$ cat config.mk
export PLATFORM = sky130hd
export DESIGN_NAME = shell_command_safety_checker_top
export DESIGN_NICKNAME = d
export VERILOG_FILES = /design/src/design/scc_pkg.sv /design/src/design/scc_in_stage.sv /design/src/design/scc_scan.sv /design/src/design/scc_out_stage.sv /design/src/design/shell_command_safety_checker_top.sv
export VERILOG_INCLUDE_DIRS = /design/src /design/src/design
export SDC_FILE = /design/constraint.sdc
export NUM_CORES = 1
export LEC_CHECK = 0
export BUFFER_PORTS_ARGS = -buffer_cell sky130_fd_sc_hd__buf_4
export CAP_MARGIN = 20
export CORE_AREA = 2 2 107 83
export CTS_CLUSTER_DIAMETER = 80
export DETAILED_ROUTE_END_ITERATION = 8
export DIE_AREA = 0 0 109 85
export PLACE_DENSITY = 0.82
export RECOVER_POWER = 100
export SLEW_MARGIN = 10
export SYNTH_ARGS = -nofsm -noshare
export SYNTH_HDL_FRONTEND = slang
export SYNTH_SLANG_ARGS = --single-unit
$ cat constraint.sdc
create_clock -name clk_i -period 4.15 [get_ports clk_i]
set_clock_uncertainty 0.05 [all_clocks]
set_input_delay 0.6225 -clock clk_i [delete_from_list [all_inputs] [get_ports clk_i]]
set_output_delay 0.6225 -clock clk_i [all_outputs]
set_load 0.02 [all_outputs]
$ cat src/design/shell_command_safety_checker_top_macros.svh
// assertion macros used by the scan module
`ifndef SHELL_COMMAND_SAFETY_CHECKER_TOP_MACROS_SVH
`define SHELL_COMMAND_SAFETY_CHECKER_TOP_MACROS_SVH

// property checked on every rising clock edge outside reset
`define SCC_ASSERT(label, prop, msg) \
  label: assert property (@(posedge clk_i) disable iff (!rst_ni) (prop)) \
    else $error(msg);

// condition that must never be seen outside reset
`define SCC_ASSERT_NEVER(label, cond, msg) \
  label: assert property (@(posedge clk_i) disable iff (!rst_ni) !(cond)) \
    else $error(msg);

`endif

$ cat src/design/scc_pkg.sv
// types, constants and helpers for the shell command safety checker
package scc_pkg;

  localparam int unsigned PosBits = 16;
  localparam int unsigned OutBits = 16;
  localparam logic [PosBits-1:0] PosMax = {PosBits{1'b1}};

  localparam logic [7:0] ChDollar    = 8'h24;
  localparam logic [7:0] ChBackquote = 8'h60;
  localparam logic [7:0] ChSemicolon = 8'h3B;
  localparam logic [7:0] ChPipe      = 8'h7C;
  localparam logic [7:0] ChAmpersand = 8'h26;
  localparam logic [7:0] ChNewline   = 8'h0A;
  localparam logic [7:0] ChDquote    = 8'h22;
  localparam logic [7:0] ChSquote    = 8'h27;
  localparam logic [7:0] ChBackslash = 8'h5C;
  localparam logic [7:0] ChGreater   = 8'h3E;
  localparam logic [7:0] ChLess      = 8'h3C;
  localparam logic [7:0] ChCaret     = 8'h5E;

  typedef enum logic {
    ModeUnix    = 1'b0,
    ModeWindows = 1'b1
  } shell_mode_e;

  typedef enum logic [1:0] {
    QuoteNone   = 2'd0,
    QuoteSingle = 2'd1,
    QuoteDouble = 2'd2
  } quote_e;

  typedef struct packed {
    quote_e             quote;
    logic               skip;
    logic               after_bs;
    logic               after_caret;
    logic [PosBits-1:0] pos;
    logic               found;
    logic [PosBits-1:0] first_pos;
  } scan_state_t;

  typedef struct packed {
    logic               unsafe;
    logic [OutBits-1:0] pos;
  } result_t;

  function automatic logic [OutBits-1:0] clip_pos(logic [PosBits-1:0] p);
    logic [PosBits+OutBits-1:0] wide;
    logic [PosBits+OutBits-1:0] lim;
    wide = {{OutBits{1'b0}}, p};
    lim  = {{PosBits{1'b0}}, {OutBits{1'b1}}};
    if (wide > lim) begin
      return {OutBits{1'b1}};
    end
    return wide[OutBits-1:0];
  endfunction

endpackage

$ cat src/design/scc_in_stage.sv
// input register holding one byte item ahead of the scan
module scc_in_stage (
  input  logic       clk_i,
  input  logic       rst_ni,
  input  logic       in_valid_i,
  output logic       in_ready_o,
  input  logic [7:0] char_byte_i,
  input  logic       last_byte_i,
  input  logic       take_i,
  output logic       valid_o,
  output logic [7:0] char_o,
  output logic       last_o
);
  logic       valid_q, valid_d;
  logic [7:0] char_q;
  logic       last_q;
  logic       accept;

  assign in_ready_o = !valid_q || take_i;
  assign accept     = in_valid_i && in_ready_o;

  always_comb begin
    valid_d = valid_q;
    if (accept) begin
      valid_d = 1'b1;
    end else if (take_i) begin
      valid_d = 1'b0;
    end
  end

  always_ff @(posedge clk_i or negedge rst_ni) begin
    if (!rst_ni) begin
      valid_q <= 1'b0;
    end else begin
      valid_q <= valid_d;
    end
  end

  always_ff @(posedge clk_i) begin
    if (accept) begin
      char_q <= char_byte_i;
      last_q <= last_byte_i;
    end
  end

  assign valid_o = valid_q;
  assign char_o  = char_q;
  assign last_o  = last_q;
endmodule

$ cat src/design/scc_scan.sv
// scan state registers and the per-byte quote and hazard decode
`include "shell_command_safety_checker_top_macros.svh"

module scc_scan (
  input  logic                 clk_i,
  input  logic                 rst_ni,
  input  scc_pkg::shell_mode_e mode_i,
  input  logic                 valid_i,
  input  logic [7:0]           char_i,
  input  logic                 last_i,
  input  logic                 space_i,
  output logic                 take_o,
  output logic                 res_valid_o,
  output scc_pkg::result_t     res_o
);
  import scc_pkg::*;

  scan_state_t        st_q, st_d, nx;
  logic [PosBits-1:0] p;
  logic               esc;
  logic               advance;

  assign advance = valid_i && space_i;
  assign take_o  = advance;
  assign p       = (st_q.pos != PosMax) ? st_q.pos + 1'b1 : st_q.pos;

  always_comb begin
    nx     = st_q;
    nx.pos = p;
    esc    = 1'b0;
    if (!st_q.found) begin
      if (st_q.skip) begin
        nx.skip = 1'b0;
      end else if (st_q.after_caret) begin
        nx.after_caret = 1'b0;
        if (char_i == ChDquote) begin
          nx.found     = 1'b1;
          nx.first_pos = (st_q.quote != QuoteNone) ? p - 1'b1 : p;
        end
      end else begin
        esc         = st_q.after_bs;
        nx.after_bs = 1'b0;
        if (!(esc && char_i == ChDquote)) begin
          if (mode_i == ModeUnix) begin
            unique case (char_i)
              ChDollar, ChBackquote: begin
                if (st_q.quote != QuoteSingle) begin
                  nx.found     = 1'b1;
                  nx.first_pos = p;
                end
              end
              ChSemicolon, ChPipe, ChAmpersand, ChNewline: begin
                if (st_q.quote != QuoteSingle && !last_i) begin
                  nx.found     = 1'b1;
                  nx.first_pos = p;
                end
              end
              ChDquote: begin
                if (st_q.quote == QuoteNone) begin
                  nx.quote = QuoteDouble;
                end else if (st_q.quote == QuoteDouble) begin
                  nx.quote = QuoteNone;
                end
              end
              ChSquote: begin
                if (st_q.quote == QuoteNone) begin
                  nx.quote = QuoteSingle;
                end else if (st_q.quote == QuoteSingle) begin
                  nx.quote = QuoteNone;
                end
              end
              ChBackslash: begin
                if (last_i) begin
                  nx.found     = 1'b1;
                  nx.first_pos = p;
                end else if (st_q.quote != QuoteSingle) begin
                  nx.skip = 1'b1;
                end
              end
              default: begin
              end
            endcase
          end else begin
            unique case (char_i)
              ChGreater, ChLess, ChPipe, ChAmpersand, ChNewline: begin
                if (st_q.quote == QuoteNone && !last_i) begin
                  nx.found     = 1'b1;
                  nx.first_pos = p;
                end
              end
              ChBackslash: begin
                if (!last_i) begin
                  nx.after_bs = 1'b1;
                end
              end
              ChDquote: begin
                nx.quote = (st_q.quote == QuoteDouble) ? QuoteNone : QuoteDouble;
              end
              ChCaret: begin
                if (!last_i) begin
                  nx.after_caret = 1'b1;
                end
              end
              default: begin
              end
            endcase
          end
        end
      end
    end
  end

  always_comb begin
    st_d = st_q;
    if (advance) begin
      if (last_i) begin
        st_d = '{quote: QuoteNone, pos: '0, first_pos: '0, default: 1'b0};
      end else begin
        st_d = nx;
      end
    end
  end

  always_ff @(posedge clk_i or negedge rst_ni) begin
    if (!rst_ni) begin
      st_q <= '{quote: QuoteNone, pos: '0, first_pos: '0, default: 1'b0};
    end else begin
      st_q <= st_d;
    end
  end

  assign res_valid_o = advance && last_i;

  always_comb begin
    res_o = '0;
    if (nx.found) begin
      res_o.unsafe = 1'b1;
      res_o.pos    = clip_pos(nx.first_pos);
    end else if (nx.quote != QuoteNone) begin
      res_o.unsafe = 1'b1;
      res_o.pos    = clip_pos(p);
    end
  end

  `SCC_ASSERT(a_clear_after_last, advance && last_i |=> st_q.pos == '0 && !st_q.found,
    "scan state not cleared after final byte")
  `SCC_ASSERT(a_finding_holds,
    st_q.found && !(advance && last_i) |=> st_q.found && $stable(st_q.first_pos),
    "finding lost before final byte")
  `SCC_ASSERT(a_lookback_onehot, $onehot0({st_q.skip, st_q.after_bs, st_q.after_caret}),
    "more than one look-back flag pending")
endmodule

$ cat src/design/scc_out_stage.sv
// result register between the scan and the result channel
module scc_out_stage (
  input  logic                         clk_i,
  input  logic                         rst_ni,
  input  logic                         load_i,
  input  scc_pkg::result_t             res_i,
  output logic                         space_o,
  output logic                         out_valid_o,
  input  logic                         out_ready_i,
  output logic                         is_unsafe_o,
  output logic [scc_pkg::OutBits-1:0]  unsafe_position_o
);
  import scc_pkg::*;

  logic    valid_q, valid_d;
  result_t res_q;

  assign space_o = !valid_q || out_ready_i;

  always_comb begin
    valid_d = valid_q;
    if (load_i) begin
      valid_d = 1'b1;
    end else if (out_ready_i) begin
      valid_d = 1'b0;
    end
  end

  always_ff @(posedge clk_i or negedge rst_ni) begin
    if (!rst_ni) begin
      valid_q <= 1'b0;
    end else begin
      valid_q <= valid_d;
    end
  end

  always_ff @(posedge clk_i) begin
    if (load_i) begin
      res_q <= res_i;
    end
  end

  assign out_valid_o       = valid_q;
  assign is_unsafe_o       = res_q.unsafe;
  assign unsafe_position_o = res_q.pos;
endmodule

$ cat src/design/shell_command_safety_checker_top.sv
// top level of the shell command safety checker
//
//  channel | direction | handshake                  | payload
//  cfg     | in        | cfg_valid_i / cfg_ready_o  | cfg_shell_mode_i
//  in      | in        | in_valid_i / in_ready_o    | char_byte_i, last_byte_i
//  out     | out       | out_valid_o / out_ready_i  | is_unsafe_o, unsafe_position_o
//
// one byte item per cycle while the result channel does not stall; a verdict passes from its final
// byte through the input register and the combinational scan decode into the result register
// reset clears the scan state, both stage valids and selects unix rules
// a stalled result holds the scan, and the input register then fills and drops ready
module shell_command_safety_checker_top (
  input  logic                        clk_i,
  input  logic                        rst_ni,
  input  logic                        cfg_valid_i,
  output logic                        cfg_ready_o,
  input  logic                        cfg_shell_mode_i,
  input  logic                        in_valid_i,
  output logic                        in_ready_o,
  input  logic [7:0]                  char_byte_i,
  input  logic                        last_byte_i,
  output logic                        out_valid_o,
  input  logic                        out_ready_i,
  output logic                        is_unsafe_o,
  output logic [scc_pkg::OutBits-1:0] unsafe_position_o
);
  import scc_pkg::*;

  shell_mode_e mode_q, mode_d;
  logic        take;
  logic        stage_valid;
  logic [7:0]  stage_char;
  logic        stage_last;
  logic        space;
  logic        res_valid;
  result_t     res;

  assign cfg_ready_o = 1'b1;
  assign mode_d      = cfg_valid_i ? shell_mode_e'(cfg_shell_mode_i) : mode_q;

  always_ff @(posedge clk_i or negedge rst_ni) begin
    if (!rst_ni) begin
      mode_q <= ModeUnix;
    end else begin
      mode_q <= mode_d;
    end
  end

  scc_in_stage u_in_stage (
    .clk_i       (clk_i),
    .rst_ni      (rst_ni),
    .in_valid_i  (in_valid_i),
    .in_ready_o  (in_ready_o),
    .char_byte_i (char_byte_i),
    .last_byte_i (last_byte_i),
    .take_i      (take),
    .valid_o     (stage_valid),
    .char_o      (stage_char),
    .last_o      (stage_last)
  );

  scc_scan u_scan (
    .clk_i       (clk_i),
    .rst_ni      (rst_ni),
    .mode_i      (mode_q),
    .valid_i     (stage_valid),
    .char_i      (stage_char),
    .last_i      (stage_last),
    .space_i     (space),
    .take_o      (take),
    .res_valid_o (res_valid),
    .res_o       (res)
  );

  scc_out_stage u_out_stage (
    .clk_i             (clk_i),
    .rst_ni            (rst_ni),
    .load_i            (res_valid),
    .res_i             (res),
    .space_o           (space),
    .out_valid_o       (out_valid_o),
    .out_ready_i       (out_ready_i),
    .is_unsafe_o       (is_unsafe_o),
    .unsafe_position_o (unsafe_position_o)
  );
endmodule

==> metrics, run 1 <==
path type of the worst setup path flip-flop to flip-flop; Final Hold Viols 0; P_int 1.16 mW; failing checks max-capacitance violations, max-slew violations; Least-Margin Pin Slew approximately 2.5 ns; CTS Root Buffer Type clkbuf_8; RSZ-0062 raised after global routing false; Finished Cell Area 5320 sq um; die width roughly 110 microns; max cap viols 1; Worst Path Required ~4.2 ns; pwr dens roughly 340 nW/um^2; Critical Path AT between 4 and 5 ns; CTS tree done; fraction of registers with async set/reset 0.612; area of the multi-input gates 2770 sq um; # DRC 0; Final Util 0.646; global-route wire length before repair approximately 24000 microns; max frequency between 200 and 300 MHz; Pre-antenna DRT Iters 5; Post-Layout Cell Count between 600 and 700; Post-synth EDFFs 26; Post-DP HPWL between 10000 and 15000 microns; sequential cell area fraction in the yosys report 0.373; Placed Instance Area 5240 sq um; # diodes 0; Gate power share 0.247; CTS Buffer Depth 2; total number of vias between 4k and 5k; status complete, but fails checks; power share of the clock group 0.295; Total Wirelength 15600 microns; # fillers slightly above 700; Placer Congestion 1.01; Leakage approximately 2 nW; cell count after placement between 600 and 700; Max VDD drop 0.000304 V; CTS clk-pin slew, worst paths around 0.080 ns; initial DRC count ~700; setup total negative slack 0 ns; Synth top area share 0.212; Top-Level Pins 35; Psw 0.636 mW; clock sink total 67; sequential power share 0.458; sw frac 0.355; Synth Flop Type dfrtp_1; Yosys top cell by area dfrtp_1; crit path max fanout 7; Net Count, Synth roughly 560; Period minus WS final a little under 4 ns; post-synthesis cell count around 540; final period utilization 0.952; total gr overflow 0; Core Area about 8200 sq um; Netlist Area Pre-Place between 4000 and 5000 sq um; vias in the first global route between 4k and 5k; library cells used by synthesis 90; routed len/inst roughly 23 microns; share of layout cells above drive strength 1 0.123; largest net degree at the start of global routing between 40 and 50; Worst slew margin -0.635; Final #Nets around 600; postcts setup bufs 0; Die ar. around 9300 sq um; Die Ht roughly 85 microns; clk_lat worst skew 0.37 ns; H-Tree Depth 3; leading cell types by count after synthesis 53 x nand2_1, 42 x o21ai_0, 41 x dfrtp_1, 33 x nor2_1, 26 x edfxtp_1; Tightest Hold Check Type primary input to flip-flop; row cnt 29; FF+latch area ~1800 sq um; cts bufs inserted 9; Vias/cell 7.05; Routed Antenna Nets 0; count leader, synth nand2_1; Startpoint Class flip-flop; # port buffers 33; Starting Density 0.588; Setup Viol. Count Final 0; Final Max Slew Viols 42; Area contributors post-synth dfrtp_1 21%, edfxtp_1 16%, o21ai_0 4.3%, nand2_1 4.1%, nor2_1 2.6%; FF+latch count, synth 67; Area Growth Syn to Fin 9.73%; syn_area_per_cell about 9.0 sq um; initial antenna violation count 0; warnings from Yosys 0; total track usage 0.353; crit end category flip-flop
## routing by layer
metal | wire [microns] | global-route usage | up-vias
met5 | 0 | 0 | -
met4 | 329 | 0.126 | 0
met3 | 2070 | 0.0899 | 32
met2 | 6590 | 0.495 | 353
met1 | 6630 | 0.525 | 2315
li1 | - | - | 2175
## worst paths after layout
kind | end | from | depth (start not counted) | slack (ns)
max | u_out_stage.unsafe_position_o[7]$_DFFE_PP_ | u_in_stage.char_o[2]$_DFFE_PP_ | 8 | 0.20
min | mode_q$_DFFE_PN0P_ | cfg_valid_i | 2 | 0.39
max reg2reg | u_out_stage.unsafe_position_o[7]$_DFFE_PP_ | u_in_stage.char_o[2]$_DFFE_PP_ | 8 | 0.20
min reg2reg | u_scan.st_q[10]$_DFFE_PN0P_ | u_scan.st_q[10]$_DFFE_PN0P_ | 2 | 0.45
max in group asynchronous | u_out_stage.out_valid_o$_DFFE_PN0P_ | rst_ni | 1 | 1.70
min in group asynchronous | u_scan.st_q[18]$_DFFE_PN0P_ | rst_ni | 1 | 0.94
## critical path, cell delays in order, from the launching register on
cell	delay [ns]
edfxtp_1	0.50
or4_1	0.57
nor4b_2	0.48
o211ai_1	0.30
and3_1	0.36
a21boi_0	0.79
a21oi_1	0.16
o221a_2	0.31
a21o_1	0.18
## state kept, by name, indices dropped and copies added (netlist names)
| name | cells |
|---|---|
| u_in_stage.valid_o | 1 |
| u_out_stage.out_valid_o | 1 |
| u_in_stage.last_o | 1 |
| u_out_stage.unsafe_position_o | 16 |
| mode_q | 1 |
| u_out_stage.is_unsafe_o | 1 |
| u_in_stage.char_o | 8 |
| u_scan.st_q | 38 |
## logic make-up after synthesis
logic type	synth area share
muxes	0.0253
other	0.000774
adders and majority gates	0.0129
xor gates and xnor gates	0.0253
DFF	0.373
buffers and inverters	0.0514
AOI/OAI and AO/OA	0.277
and+or+nand+nor	0.234
## what timing repair did
action                     in CTS  in global routing
hold buffers                    0                  0
setup endpoints to repair       0                  1
resized for setup               0                  1
## cells in the final DEF, fill, tap and decap left out, types with 7 or more instances in the layout
cell,instances
and3_1,8
xor2_1,8
nand4_1,10
dfrtp_1,41
inv_1,16
o31ai_1,12
a21o_1,8
nand2b_1,9
nand3_1,18
clkbuf_8,10
nor4_1,7
nor2_1,33
a22o_1,7
clkbuf_4,9
a21oi_1,21
o21a_1,8
nand2_1,53
o21ai_0,42
a31oi_1,9
o22ai_1,12
buf_4,27
clkbuf_1,23
nor3_1,23
edfxtp_1,26
mux2i_1,10
## cell type report
cell class | instances | area share
multi-input cells | 425 | 0.522
inverters | 16 | 0.0113
repair buffers | 59 | 0.0670
flip-flops and latches | 67 | 0.340
clock buffers | 10 | 0.0259
well taps | 108 | 0.0254
clock inverters | 6 | 0.00917
## power by group through the flow
stage          logic [mW]  registers [mW]  clock network [mW]
6_report            0.443           0.820               0.529
3_5_place_dp        0.447           0.829                   0
4_1_cts             0.450           0.817               0.537
2_1_floorplan       0.293           0.824                   0
5_1_grt             0.475           0.826               0.561
3_3_place_gp        0.438           0.826                   0
## metrics by stage
stage | power [mW] | hold slack [ns] | setup slack, ns
after floorplan | 1.12 | 0.277 | 0.548
after global placement | 1.26 | 0.423 | 0.425
after detailed placement | 1.28 | 0.428 | 0.233
after CTS | 1.80 | 0.215 | 0.209
after global routing | 1.86 | 0.385 | 0.000820
final | 1.79 | 0.388 | 0.199
(Power assumes the default switching activity.)
==> run 2, diff against run 1 <==
BUFFER_PORTS_ARGS = default   (was -buffer_cell sky130_fd_sc_hd__buf_4)
CTS_BUF_LIST = sky130_fd_sc_hd__clkbuf_4 sky130_fd_sc_hd__clkbuf_8 sky130_fd_sc_hd__clkbuf_16   (was default)
DONT_BUFFER_PORTS = 1   (was default)
PLACE_DENSITY = 0.79   (was 0.82)
==> metrics, run 2 (synthesized netlist as in run 1, its figures left out) <==
CTS Root Buffer Type clkbuf_8; pwr dens about 350 nW/um^2; clock sink total 67; row cnt 29; clk_lat worst skew between 0.3 and 0.4 ns; Starting Density 0.588; Least-Margin Pin Slew roughly 2.4 ns; FF-to-FF path depth 15; most common cell after layout, fill and taps aside nand2_1; failing checks max-capacitance violations, max-slew violations; CTS Buffer Depth 2; worst hold start cfg_valid_i; vias in the first global route about 4.6k; routed len/inst ~23 microns; Period minus WS final 3.95 ns; share of layout cells above drive strength 1 0.106; Worst Path Required ~4.3 ns; worst reg2reg path endpoint u_out_stage.unsafe_position_o[14]$_DFFE_PP_; Top-Level Pins 35; Tightest Hold Check Type primary input to flip-flop; initial DRC count roughly 600; Startpoint Class flip-flop; Final Hold Viols 0; max cap viols 1; H-Tree Depth 3; CTS clk-pin slew, worst paths 0.08 ns; Max VDD drop slightly above 0.0003 V; Die ar. slightly above 9000 sq um; # port buffers 0; Finished Cell Area between 5000 and 6000 sq um; RSZ-0062 raised after global routing false; final period utilization 0.951; most frequent cells in the layout 53 x nand2_1, 42 x o21ai_0, 40 x dfrtp_1; post-layout power approximately 1.8 mW; # DRC 0; crit end category flip-flop; # diodes 0; Post-Layout Cell Count 657; Final #Nets about 560; Post-DP HPWL 10500 microns; total number of vias about 4.8k; status complete, but fails checks; total gr overflow 0; Final Max Slew Viols between 40 and 50; max frequency about 250 MHz; largest reg by FF count u_scan.st_q; Worst R2R Start u_scan.st_q[18]$_DFFE_PN0P_; Hold Path End mode_q$_DFFE_PN0P_; initial antenna violation count 0; Core Area slightly above 8000 sq um; Hold Crit Depth 1; total track usage 0.341; Area Growth Syn to Fin 6.20%; crit path max fanout 10; Die Ht approximately 85 microns; largest net degree at the start of global routing 42; Placer Congestion 0.976; die width 109 microns; # fillers approximately 710; r2r setup slk around 0.20 ns; Vias/cell around 7.3; Leakage approximately 2 nW; cts bufs inserted 9; Worst slew margin -0.603; path type of the worst setup path flip-flop to flip-flop; Worst Hold Slack about 0.30 ns; global-route wire length before repair ~24000 microns; FF+latch area 1810 sq um; Routed Antenna Nets 0; CTS tree done; area of the multi-input gates ~2800 sq um; Pre-antenna DRT Iters 6; setup total negative slack 0 ns; Largest register FFs 38; Placed Instance Area between 4000 and 5000 sq um; Total Wirelength 14900 microns; Setup Viol. Count Final 0; cell count after placement around 640; Critical Path AT 4.08 ns
-- run 2: cell count changes in the layout (fill, tap and decap cells not counted), moves of 2 or more --
cell and change:
inv_6 -2, and2_0 -2, clkbuf_4 -9, clkbuf_1 -19, and2_1 +2, buf_4 -7
-- run 2: critical path: stages, from the launching register on --
cell and delay, ns:
dfrtp_1 0.46, ha_1 0.22, nand4_1 0.12, or4_4 0.53
mux2_2 0.33, inv_1 0.11, ha_1 0.15, nand2b_1 0.12
a211oi_1 0.20, a31oi_1 0.16, a31oi_1 0.20, buf_4 0.17
nor4bb_1 0.37, xor2_1 0.13, o211a_1 0.23, o31ai_1 0.20
-- run 2: how the worst max path moves through the flow --
stage	depth (start not counted)	slack, ns	from	to
global placement	14	0.45	u_scan.st_q[21]$_DFFE_PN0P_	u_out_stage.unsafe_position_o[14]$_DFFE_PP_
detailed placement	14	0.21	u_scan.st_q[21]$_DFFE_PN0P_	u_out_stage.unsafe_position_o[14]$_DFFE_PP_
finish	15	0.20	u_scan.st_q[18]$_DFFE_PN0P_	u_out_stage.unsafe_position_o[14]$_DFFE_PP_
CTS	14	0.22	u_scan.st_q[21]$_DFFE_PN0P_	u_out_stage.unsafe_position_o[14]$_DFFE_PP_
global route	15	0.001	u_scan.st_q[18]$_DFFE_PN0P_	u_out_stage.unsafe_position_o[14]$_DFFE_PP_
floorplan	15	0.55	u_scan.st_q[18]$_DFFE_PN0P_	u_out_stage.unsafe_position_o[14]$_DFFE_PP_
-- run 2: power breakdown --
| group | switching (mW) | internal, mW |
|---|---|---|
| registers | 0.0829 | 0.758 |
| logic | 0.252 | 0.147 |
| clock network | 0.273 | 0.274 |
| total | 0.608 | 1.18 |
-- run 2: final cells by class --
class	count	area share
clock buffers	9	0.0241
clock inverters	7	0.0134
inverters	16	0.0117
multi-input cells	425	0.540
flip-flops and latches	67	0.351
well taps	108	0.0263
repair buffers	25	0.0331
-- run 2: repair_timing --
action	4_1_cts	5_1_grt
buffers inserted	0	0
hold endpoints to repair	41	0
hold buffers	1	0
gates resized for setup	0	1
setup endpoints to repair	0	1
-- run 2: metrics by stage --
step	setup slack, ns	util
final	0.202	0.625
after global routing	0.00140	0.625
after CTS	0.217	0.630
after detailed placement	0.206	0.603
after global placement	0.447	0.603
after floorplan	0.548	-
-- run 2: metal layers --
metal	global-route usage	vias to the layer above	wire, microns
met2	0.476	376	6300
met1	0.507	2244	6210
met3	0.0876	41	2000
li1	-	2104	-
met5	0	-	0
met4	0.126	0	398
